<file path="src/rtl/assert_macros.svh">
// ----------------------------------------------------------------------------
// assert_macros.svh
// shared assertion macros, clocked on clk_i with reset rst_ni
// ----------------------------------------------------------------------------
`ifndef ASSERT_MACROS_SVH
`define ASSERT_MACROS_SVH

// property checked at every clock edge once reset is released
`define ASSERT_RST(lbl, prop, msg) \
  lbl: assert property (@(posedge clk_i) disable iff (!rst_ni) prop) else $error(msg);

// property checked at every clock edge, reset included
`define ASSERT_ALWAYS(lbl, prop, msg) \
  lbl: assert property (@(posedge clk_i) prop) else $error(msg);

`endif

</file>
<file path="src/rtl/ccsp_pkg.sv">
// ----------------------------------------------------------------------------
// ccsp_pkg
// types, constants and the byte classifier of the stable partition unit
// ----------------------------------------------------------------------------
`default_nettype none

package ccsp_pkg;

  localparam logic [7:0] CHAR_UPPER_A = 8'h41;
  localparam logic [7:0] CHAR_UPPER_Z = 8'h5a;
  localparam logic [7:0] CHAR_LOWER_A = 8'h61;
  localparam logic [7:0] CHAR_LOWER_Z = 8'h7a;
  localparam logic [7:0] CHAR_ZERO    = 8'h30;
  localparam logic [7:0] CHAR_NINE    = 8'h39;

  typedef enum logic [1:0] {
    CLS_LETTER = 2'd0,
    CLS_DIGIT  = 2'd1,
    CLS_OTHER  = 2'd2
  } class_e;

  typedef enum logic [1:0] {
    ST_IDLE,
    ST_SEEK,
    ST_SHOW
  } state_e;

  typedef struct packed {
    logic [7:0] char_in;
    logic       end_of_string;
  } in_beat_t;

  typedef struct packed {
    logic [7:0] char_out;
    logic [1:0] char_class;
    logic       last_out;
    logic       overflow;
  } out_beat_t;

  // controller to datapath
  typedef struct packed {
    logic store;   // input beat taken, store or drop it
    logic start;   // load first read position
    logic step;    // result taken, load next read position
    logic clear;   // last result taken, clear counts and flag
  } cmd_t;

  // datapath to controller
  typedef struct packed {
    logic last;    // current read position is the final one
  } status_t;

  function automatic class_e classify(input logic [7:0] b);
    class_e c;
    if ((b >= CHAR_UPPER_A && b <= CHAR_UPPER_Z) ||
        (b >= CHAR_LOWER_A && b <= CHAR_LOWER_Z)) begin
      c = CLS_LETTER;
    end else if (b >= CHAR_ZERO && b <= CHAR_NINE) begin
      c = CLS_DIGIT;
    end else begin
      c = CLS_OTHER;
    end
    return c;
  endfunction

endpackage

`default_nettype wire

</file>
<file path="src/rtl/char_class_stable_partition_unit.sv">
// ----------------------------------------------------------------------------
// char_class_stable_partition_unit: stable letter / digit / other partition
// input: one beat per cycle while collecting; the stores' write ports set this
// output: results follow the seek state, then one per cycle unless stalled
// reset: async, clears counts and overflow flag; stores keep stale contents
// ----------------------------------------------------------------------------
`default_nettype none

module char_class_stable_partition_unit #(
  parameter int MAX_LEN = 64   // bytes one string may hold, 1..64
) (
  input  wire logic                clk_i,
  input  wire logic                rst_ni,
  // input channel
  input  wire logic                in_valid_i,
  output logic                     in_stall_o,
  input  wire ccsp_pkg::in_beat_t  in_beat_i,
  // result channel
  output logic                     out_valid_o,
  input  wire logic                out_stall_i,
  output ccsp_pkg::out_beat_t      out_beat_o
);

  import ccsp_pkg::*;

  // a string is collected into the class stores, then a seek state loads the
  // first read position and the results follow; the input is stalled from the
  // final beat until the last result beat is taken

  cmd_t    cmd;
  status_t status;

  // sequencer: idle (collect), seek (first read), show (one result a beat)
  ccsp_ctrl u_ctrl (
    .clk_i       (clk_i),
    .rst_ni      (rst_ni),
    .in_valid_i  (in_valid_i),
    .in_eos_i    (in_beat_i.end_of_string),
    .in_stall_o  (in_stall_o),
    .out_valid_o (out_valid_o),
    .out_stall_i (out_stall_i),
    .cmd_o       (cmd),
    .status_i    (status)
  );

  // three class stores with their counts, and the read walker; the
  // registered ram read data is the output register and holds under stall
  ccsp_datapath #(.MAX_LEN(MAX_LEN)) u_datapath (
    .clk_i      (clk_i),
    .rst_ni     (rst_ni),
    .cmd_i      (cmd),
    .in_beat_i  (in_beat_i),
    .status_o   (status),
    .out_beat_o (out_beat_o)
  );

endmodule

`default_nettype wire

</file>
<file path="src/rtl/ccsp_ram.sv">
// ----------------------------------------------------------------------------
// ccsp_ram
// generic single write port, single read port ram with registered read
// ----------------------------------------------------------------------------
`default_nettype none

module ccsp_ram #(
  parameter int WIDTH = 8,
  parameter int DEPTH = 64,
  localparam int AW   = (DEPTH > 1) ? $clog2(DEPTH) : 1
) (
  input  wire logic             clk_i,
  input  wire logic             we_i,
  input  wire logic [AW-1:0]    waddr_i,
  input  wire logic [WIDTH-1:0] wdata_i,
  input  wire logic             re_i,
  input  wire logic [AW-1:0]    raddr_i,
  output logic      [WIDTH-1:0] rdata_o
);

  logic [WIDTH-1:0] mem_q [DEPTH];

  always_ff @(posedge clk_i) begin
    if (we_i) begin
      mem_q[waddr_i] <= wdata_i;
    end
    if (re_i) begin
      rdata_o <= mem_q[raddr_i];
    end
  end

endmodule

`default_nettype wire

</file>
<file path="src/rtl/ccsp_ctrl.sv">
// ----------------------------------------------------------------------------
// ccsp_ctrl
// sequencer: collect beats, then walk the three class stores
// ----------------------------------------------------------------------------
`default_nettype none

module ccsp_ctrl (
  input  wire logic              clk_i,
  input  wire logic              rst_ni,
  input  wire logic              in_valid_i,
  input  wire logic              in_eos_i,
  output logic                   in_stall_o,
  output logic                   out_valid_o,
  input  wire logic              out_stall_i,
  output ccsp_pkg::cmd_t         cmd_o,
  input  wire ccsp_pkg::status_t status_i
);

  import ccsp_pkg::*;

  state_e state_q, state_d;

  always_ff @(posedge clk_i or negedge rst_ni) begin
    if (!rst_ni) begin
      state_q <= ST_IDLE;
    end else begin
      state_q <= state_d;
    end
  end

  always_comb begin
    state_d = state_q;
    case (state_q)
      ST_IDLE: begin
        if (in_valid_i && in_eos_i) begin
          state_d = ST_SEEK;
        end
      end
      ST_SEEK: begin
        state_d = ST_SHOW;
      end
      ST_SHOW: begin
        if (!out_stall_i && status_i.last) begin
          state_d = ST_IDLE;
        end
      end
      default: begin
        state_d = ST_IDLE;
      end
    endcase
  end

  always_comb begin
    in_stall_o  = 1'b1;
    out_valid_o = 1'b0;
    cmd_o       = '0;
    case (state_q)
      ST_IDLE: begin
        in_stall_o  = 1'b0;
        cmd_o.store = in_valid_i;
      end
      ST_SEEK: begin
        cmd_o.start = 1'b1;
      end
      ST_SHOW: begin
        out_valid_o = 1'b1;
        cmd_o.step  = !out_stall_i && !status_i.last;
        cmd_o.clear = !out_stall_i && status_i.last;
      end
      default: begin
        in_stall_o = 1'b1;
      end
    endcase
  end

endmodule

`default_nettype wire

</file>
<file path="src/rtl/ccsp_datapath.sv">
// ----------------------------------------------------------------------------
// ccsp_datapath
// class stores, fill counts, overflow flag and read position walker
// ----------------------------------------------------------------------------
`default_nettype none

`include "assert_macros.svh"

module ccsp_datapath #(
  parameter int MAX_LEN = 64
) (
  input  wire logic               clk_i,
  input  wire logic               rst_ni,
  input  wire ccsp_pkg::cmd_t     cmd_i,
  input  wire ccsp_pkg::in_beat_t in_beat_i,
  output ccsp_pkg::status_t       status_o,
  output ccsp_pkg::out_beat_t     out_beat_o
);

  import ccsp_pkg::*;

  localparam int AW = (MAX_LEN > 1) ? $clog2(MAX_LEN) : 1;
  localparam int CW = $clog2(MAX_LEN + 1);
  localparam int PW = AW + 1;
  localparam int UW = CW + 2;

  logic [CW-1:0] ltot_q, ltot_d, dtot_q, dtot_d, otot_q, otot_d;
  logic          drop_q, drop_d;
  class_e        pos_cls_q, pos_cls_d;
  logic [AW-1:0] pos_idx_q, pos_idx_d;

  class_e        in_cls;
  logic [UW-1:0] used;
  logic          full;
  logic          wr_ok;
  logic          we_l, we_d, we_o;
  logic [CW-1:0] cur_tot;
  logic [PW-1:0] idx_inc;
  logic          more_same;
  logic          has_next;
  class_e        nx_cls;
  logic [AW-1:0] nx_idx;
  class_e        fst_cls;
  logic          load;
  logic [7:0]    rd_l, rd_d, rd_o;
  logic [7:0]    rd_sel;

  // fill side
  assign in_cls = classify(in_beat_i.char_in);
  assign used   = UW'(ltot_q) + UW'(dtot_q) + UW'(otot_q);
  assign full   = used >= UW'(MAX_LEN);
  assign wr_ok  = cmd_i.store && !full;
  assign we_l   = wr_ok && (in_cls == CLS_LETTER);
  assign we_d   = wr_ok && (in_cls == CLS_DIGIT);
  assign we_o   = wr_ok && (in_cls == CLS_OTHER);

  always_comb begin
    ltot_d = ltot_q;
    dtot_d = dtot_q;
    otot_d = otot_q;
    drop_d = drop_q;
    if (cmd_i.clear) begin
      ltot_d = '0;
      dtot_d = '0;
      otot_d = '0;
      drop_d = 1'b0;
    end else begin
      if (we_l) ltot_d = ltot_q + CW'(1);
      if (we_d) dtot_d = dtot_q + CW'(1);
      if (we_o) otot_d = otot_q + CW'(1);
      if (cmd_i.store && full) drop_d = 1'b1;
    end
  end

  // read walker: letters, then digits, then others
  always_comb begin
    case (pos_cls_q)
      CLS_LETTER: cur_tot = ltot_q;
      CLS_DIGIT:  cur_tot = dtot_q;
      CLS_OTHER:  cur_tot = otot_q;
      default:    cur_tot = '0;
    endcase
  end

  assign idx_inc   = PW'(pos_idx_q) + PW'(1);
  assign more_same = idx_inc < PW'(cur_tot);

  always_comb begin
    has_next = 1'b1;
    nx_cls   = pos_cls_q;
    nx_idx   = idx_inc[AW-1:0];
    if (!more_same) begin
      nx_idx = '0;
      case (pos_cls_q)
        CLS_LETTER: begin
          if (dtot_q != '0) begin
            nx_cls = CLS_DIGIT;
          end else if (otot_q != '0) begin
            nx_cls = CLS_OTHER;
          end else begin
            has_next = 1'b0;
          end
        end
        CLS_DIGIT: begin
          if (otot_q != '0) begin
            nx_cls = CLS_OTHER;
          end else begin
            has_next = 1'b0;
          end
        end
        default: begin
          has_next = 1'b0;
        end
      endcase
    end
  end

  assign fst_cls = (ltot_q != '0) ? CLS_LETTER :
                   (dtot_q != '0) ? CLS_DIGIT  : CLS_OTHER;

  assign load      = cmd_i.start || cmd_i.step;
  assign pos_cls_d = cmd_i.start ? fst_cls : nx_cls;
  assign pos_idx_d = cmd_i.start ? '0 : nx_idx;

  always_ff @(posedge clk_i or negedge rst_ni) begin
    if (!rst_ni) begin
      ltot_q    <= '0;
      dtot_q    <= '0;
      otot_q    <= '0;
      drop_q    <= 1'b0;
      pos_cls_q <= CLS_LETTER;
      pos_idx_q <= '0;
    end else begin
      ltot_q <= ltot_d;
      dtot_q <= dtot_d;
      otot_q <= otot_d;
      drop_q <= drop_d;
      if (load) begin
        pos_cls_q <= pos_cls_d;
        pos_idx_q <= pos_idx_d;
      end
    end
  end

  ccsp_ram #(.WIDTH(8), .DEPTH(MAX_LEN)) u_letter_ram (
    .clk_i   (clk_i),
    .we_i    (we_l),
    .waddr_i (ltot_q[AW-1:0]),
    .wdata_i (in_beat_i.char_in),
    .re_i    (load),
    .raddr_i (pos_idx_d),
    .rdata_o (rd_l)
  );

  ccsp_ram #(.WIDTH(8), .DEPTH(MAX_LEN)) u_digit_ram (
    .clk_i   (clk_i),
    .we_i    (we_d),
    .waddr_i (dtot_q[AW-1:0]),
    .wdata_i (in_beat_i.char_in),
    .re_i    (load),
    .raddr_i (pos_idx_d),
    .rdata_o (rd_d)
  );

  ccsp_ram #(.WIDTH(8), .DEPTH(MAX_LEN)) u_other_ram (
    .clk_i   (clk_i),
    .we_i    (we_o),
    .waddr_i (otot_q[AW-1:0]),
    .wdata_i (in_beat_i.char_in),
    .re_i    (load),
    .raddr_i (pos_idx_d),
    .rdata_o (rd_o)
  );

  always_comb begin
    case (pos_cls_q)
      CLS_LETTER: rd_sel = rd_l;
      CLS_DIGIT:  rd_sel = rd_d;
      CLS_OTHER:  rd_sel = rd_o;
      default:    rd_sel = '0;
    endcase
  end

  assign out_beat_o.char_out   = rd_sel;
  assign out_beat_o.char_class = pos_cls_q;
  assign out_beat_o.last_out   = !has_next;
  assign out_beat_o.overflow   = drop_q;
  assign status_o.last         = !has_next;

  `ASSERT_RST(a_fill_bound, used <= UW'(MAX_LEN), "fill count exceeds capacity")
  `ASSERT_RST(a_clear_empty, cmd_i.clear |=> (used == '0) && !drop_q, "counts not cleared")
  `ASSERT_RST(a_pos_in_range, load |=> idx_inc <= PW'(cur_tot), "read position past fill count")

endmodule

`default_nettype wire

</file>
<file path="config.mk">
export PLATFORM = sky130hd
export DESIGN_NAME = char_class_stable_partition_unit
export DESIGN_NICKNAME = d
export VERILOG_FILES = /design/src/rtl/ccsp_pkg.sv /design/src/rtl/char_class_stable_partition_unit.sv /design/src/rtl/ccsp_ram.sv /design/src/rtl/ccsp_ctrl.sv /design/src/rtl/ccsp_datapath.sv
export VERILOG_INCLUDE_DIRS = /design/src /design/src/rtl
export SDC_FILE = /design/constraint.sdc
export NUM_CORES = 2
export LEC_CHECK = 0
export ABC_AREA = 1
export ABC_CLOCK_PERIOD_IN_PS = 4280
export BUFFER_PORTS_ARGS = -buffer_cell sky130_fd_sc_hd__buf_2
export CORE_MARGIN = 2
export CORE_UTILIZATION = 50
export CTS_CLUSTER_SIZE = 28
export DETAILED_ROUTE_END_ITERATION = 10
export GPL_TIMING_DRIVEN = 1
export MAX_ROUTING_LAYER = met4
export PLACE_DENSITY = 0.72
export SLEW_MARGIN = 20
export SYNTH_ARGS = -nofsm -noshare
export SYNTH_HDL_FRONTEND = slang
export SYNTH_SLANG_ARGS = --single-unit
</file>
<file path="constraint.sdc">
create_clock -name clk_i -period 4.28 [get_ports clk_i]
set_clock_uncertainty 0.2 [all_clocks]
set_input_delay 0.856 -clock clk_i [delete_from_list [all_inputs] [get_ports clk_i]]
set_output_delay 0.856 -clock clk_i [all_outputs]
set_load 0.03 [all_outputs]
</file>
==> out/metrics.cfg <==
[worst_setup_path]
crit_fanout=8
path_buf_inv=3
required_ns=4.57
critPathLaunchType=flop
slowest_stage=dfrtp_1
critPathKind=flop to flop
crit_family=simple AND/OR/NAND/NOR gates
cp.arrival_ns=4.47
cp-end-kind=flop
cpPeakStageDelay_ns=0.39
critical_path.cell_chain=ha_2, fa_2, a21oi_1, o21bai_1, nand2_1, nand2_1, a21oi_2, xnor2_1, ha_1, or3_1, a211oi_2, and2_4, nand2_2, nor2_4, buf_6, nand4_1, buf_6, nor2_1, buf_4

[sta]
fin_setup_tns_ns=0
fin_crit_sh_pct=97.5
finalHoldViolations=0
period_needed_ns=4.17
finalWorstSetupSlack_ns=0.106
worst_slew_pin_slew_ns=1.20
setup_viol=0
clock.fmax_mhz=240
hold_slack_ns=0.0556
final_max_slew_viol_count=0
slew_headroom_pct=19.9

[global_route]
grt_max_degree=190
grt_pass1_wl_um=275000
grt_antenna_before_repair=2
grt_overflow=0
grtUsageTotal_pct=26.3
grt_pass1_vias=46500

[synthesis]
async_flop_share_pct=2.01
synthAdderAreaFrac_pct=0.541
synth-compound-area-share_pct=1.92
muxShareOfSynthArea_pct=0
synth_area_mm2=0.0698
yosys.area_share.simple_pct=21.5
synth.most_common_cell=edfxtp_1
synth.distinct_cells=46
synth_top_family_by_area=simple AND/OR/NAND/NOR gates
synth-seq-cells=1592
syn_area_per_cell_um2=10.6
synthCells=6613
synth_xor_area_share_pct=0.213
synth-edff-count=1560
yosys.area.top_type=edfxtp_1
ys_top_cells_by_count=1,560 x edfxtp_1, 1,267 x nand3_1, 1,129 x nand2_1, 992 x inv_1, 706 x nor2_1
ys_seq_area_share_pct=68.3
ys_top_cells_by_area=edfxtp_1 67%, nand3_1 9.1%, nand2_1 6.1%
yosysWarnings=0
synth_top_area_share_pct=67.1
synth_ff_type=edfxtp_1
syn_nets=6655

[routing]
drc=0
vias=48500
ant_nets=0
drt_iter0_markers=5448
drt_first_pass_iters=5
wl_um=183000
routed_via_density=5.48
routedWlPerCell_um=20.7

[placed_design]
portBuffers=26
dp_slack_ns=-0.168
gp_congestion=0.936
hpwl_um=108000

[clock_tree]
cts_tree=yes
clk_pin_slew_worst_paths_ns=0.06
clk_path_buf_depth=3
cts_sinks=1592
htreeDepth=4
worstSkewPairLatency_ns=0.81
numCtsBuffers=162
root_buffer=clkbuf_16

[die]
die_h_um=378
core-area_mm2=0.139
std_cell_rows=137
io_pins=27
initial_core_util_pct=50.2
die_w_um=378
die_area_mm2=0.143

[layout]
area_growth_pct=14.6
drive_above_1_share_pct=12.6
post-route-util_pct=57.5
finalNetCount=6892

[status]
outcome=completed

[hold_path]
hp-class=input pin to flop

[flow_run]
maxCapViolCount=0

==> registers in the layout (all words and copies together) (netlist names), 7 cells and up <==
register                         flops
u_datapath.u_digit_ram.rdata_o       8
u_datapath.u_letter_ram.rdata_o      8
u_datapath.u_other_ram.mem_q       512
u_datapath.ltot_q                    7
u_datapath.u_letter_ram.mem_q      512
u_datapath.otot_q                    7
u_datapath.dtot_q                    7
u_datapath.u_digit_ram.mem_q       512
u_datapath.u_other_ram.rdata_o       8
==> routing by layer <==
metal / up-vias / global-route usage (%) / share of wire (%)
met4: 0 / 9.52 / 3.2
li1: 22400 / - / -
met5: - / - / 0
met3: 391 / 3.64 / 8.6
met2: 2370 / 41.7 / 48
met1: 23300 / 34.9 / 40
==> final timing paths <==
path	startpoint	slack, ns	endpoint	cells past startpoint
worst max-delay path	u_datapath.dtot_q[0]	0.11	u_datapath.u_other_ram.mem_q[29][0]	19
worst min-delay path	in_beat_i[0]	0.06	u_ctrl.state_q[0]	3
worst max register to register	u_datapath.dtot_q[0]	0.11	u_datapath.u_other_ram.mem_q[29][0]	19
worst min register to register	u_datapath.pos_idx_q[4]	0.39	u_datapath.pos_idx_q[4]	2
max in group asynchronous	rst_ni	2.74	u_datapath.pos_cls_q[0]	2
min in group asynchronous	rst_ni	0.49	u_ctrl.state_q[0]	2
==> cell families (layout without fill, tap and decap cells) <==
family / after synthesis / after routing
compound gates: 242 / 242
xor+xnor: 17 / 17
fa+ha+maj: 29 / 29
buf+inv: 1351 / 1718
flops: 1592 / 1592
other cells: 0 / 1
simple gates: 3382 / 3382
==> area by class of cell <==
type,count,area [um2]
Multi-Input combinational cell,3670,17100
Antenna cell,1,2.50
Sequential cell,1592,47600
Clock buffer,198,4250
Timing Repair Buffer,429,3970
Inverter,995,3750
Fill cell,11300,59000
Clock inverter,96,958
Tap cell,1876,2350
==> worst reg2reg max path, delay by kind of cell (launching register included) <==
| family | cells | cell delay, ns |
|---|---|---|
| AND/OR/NAND/NOR | 8 | 1.22 |
| adder cells (fa/ha/maj) | 3 | 0.74 |
| AO/OA/AOI/OAI | 4 | 0.63 |
| buffers and inverters | 3 | 0.58 |
| flip-flops | 1 | 0.39 |
| XOR/XNOR | 1 | 0.08 |
==> placed cells by master, fill, tap and decap left out, types with 17 or more instances in the layout <==
master and n:
nor2_1 695, ha_1 24, nand4_1 35, clkinv_1 36, buf_2 17, clkbuf_1 33, clkinv_2 29, a21oi_1 17
o21ai_0 171, buf_12 46, or2_2 176, dfrtp_1 31, clkbuf_16 168, edfxtp_1 1560, or2_0 43, o211ai_1 25
nand3_1 1265, nand2_1 1125, inv_1 987, buf_4 343
==> stage by stage <==
stage | instances | instance area [um2]
global placement | 8541 | 74300
global route | 8856 | 80000
detailed placement | 8541 | 74300
CTS | 8837 | 79600
floorplan | 6613 | 69800
finish | 8857 | 80000
==> what timing repair did <==
item                       in CTS  in global routing
gates resized for setup        15                 32
setup buffers                   1                 14
pin swaps                       0                 11
setup endpoints to repair     768               1164
hold endpoints to repair       32                  0
gates cloned                    0                  3
hold buffers                    1                  0
Power is not shown: default switching activity piles up to over one toggle a cycle in this logic, so the estimate is an artifact.
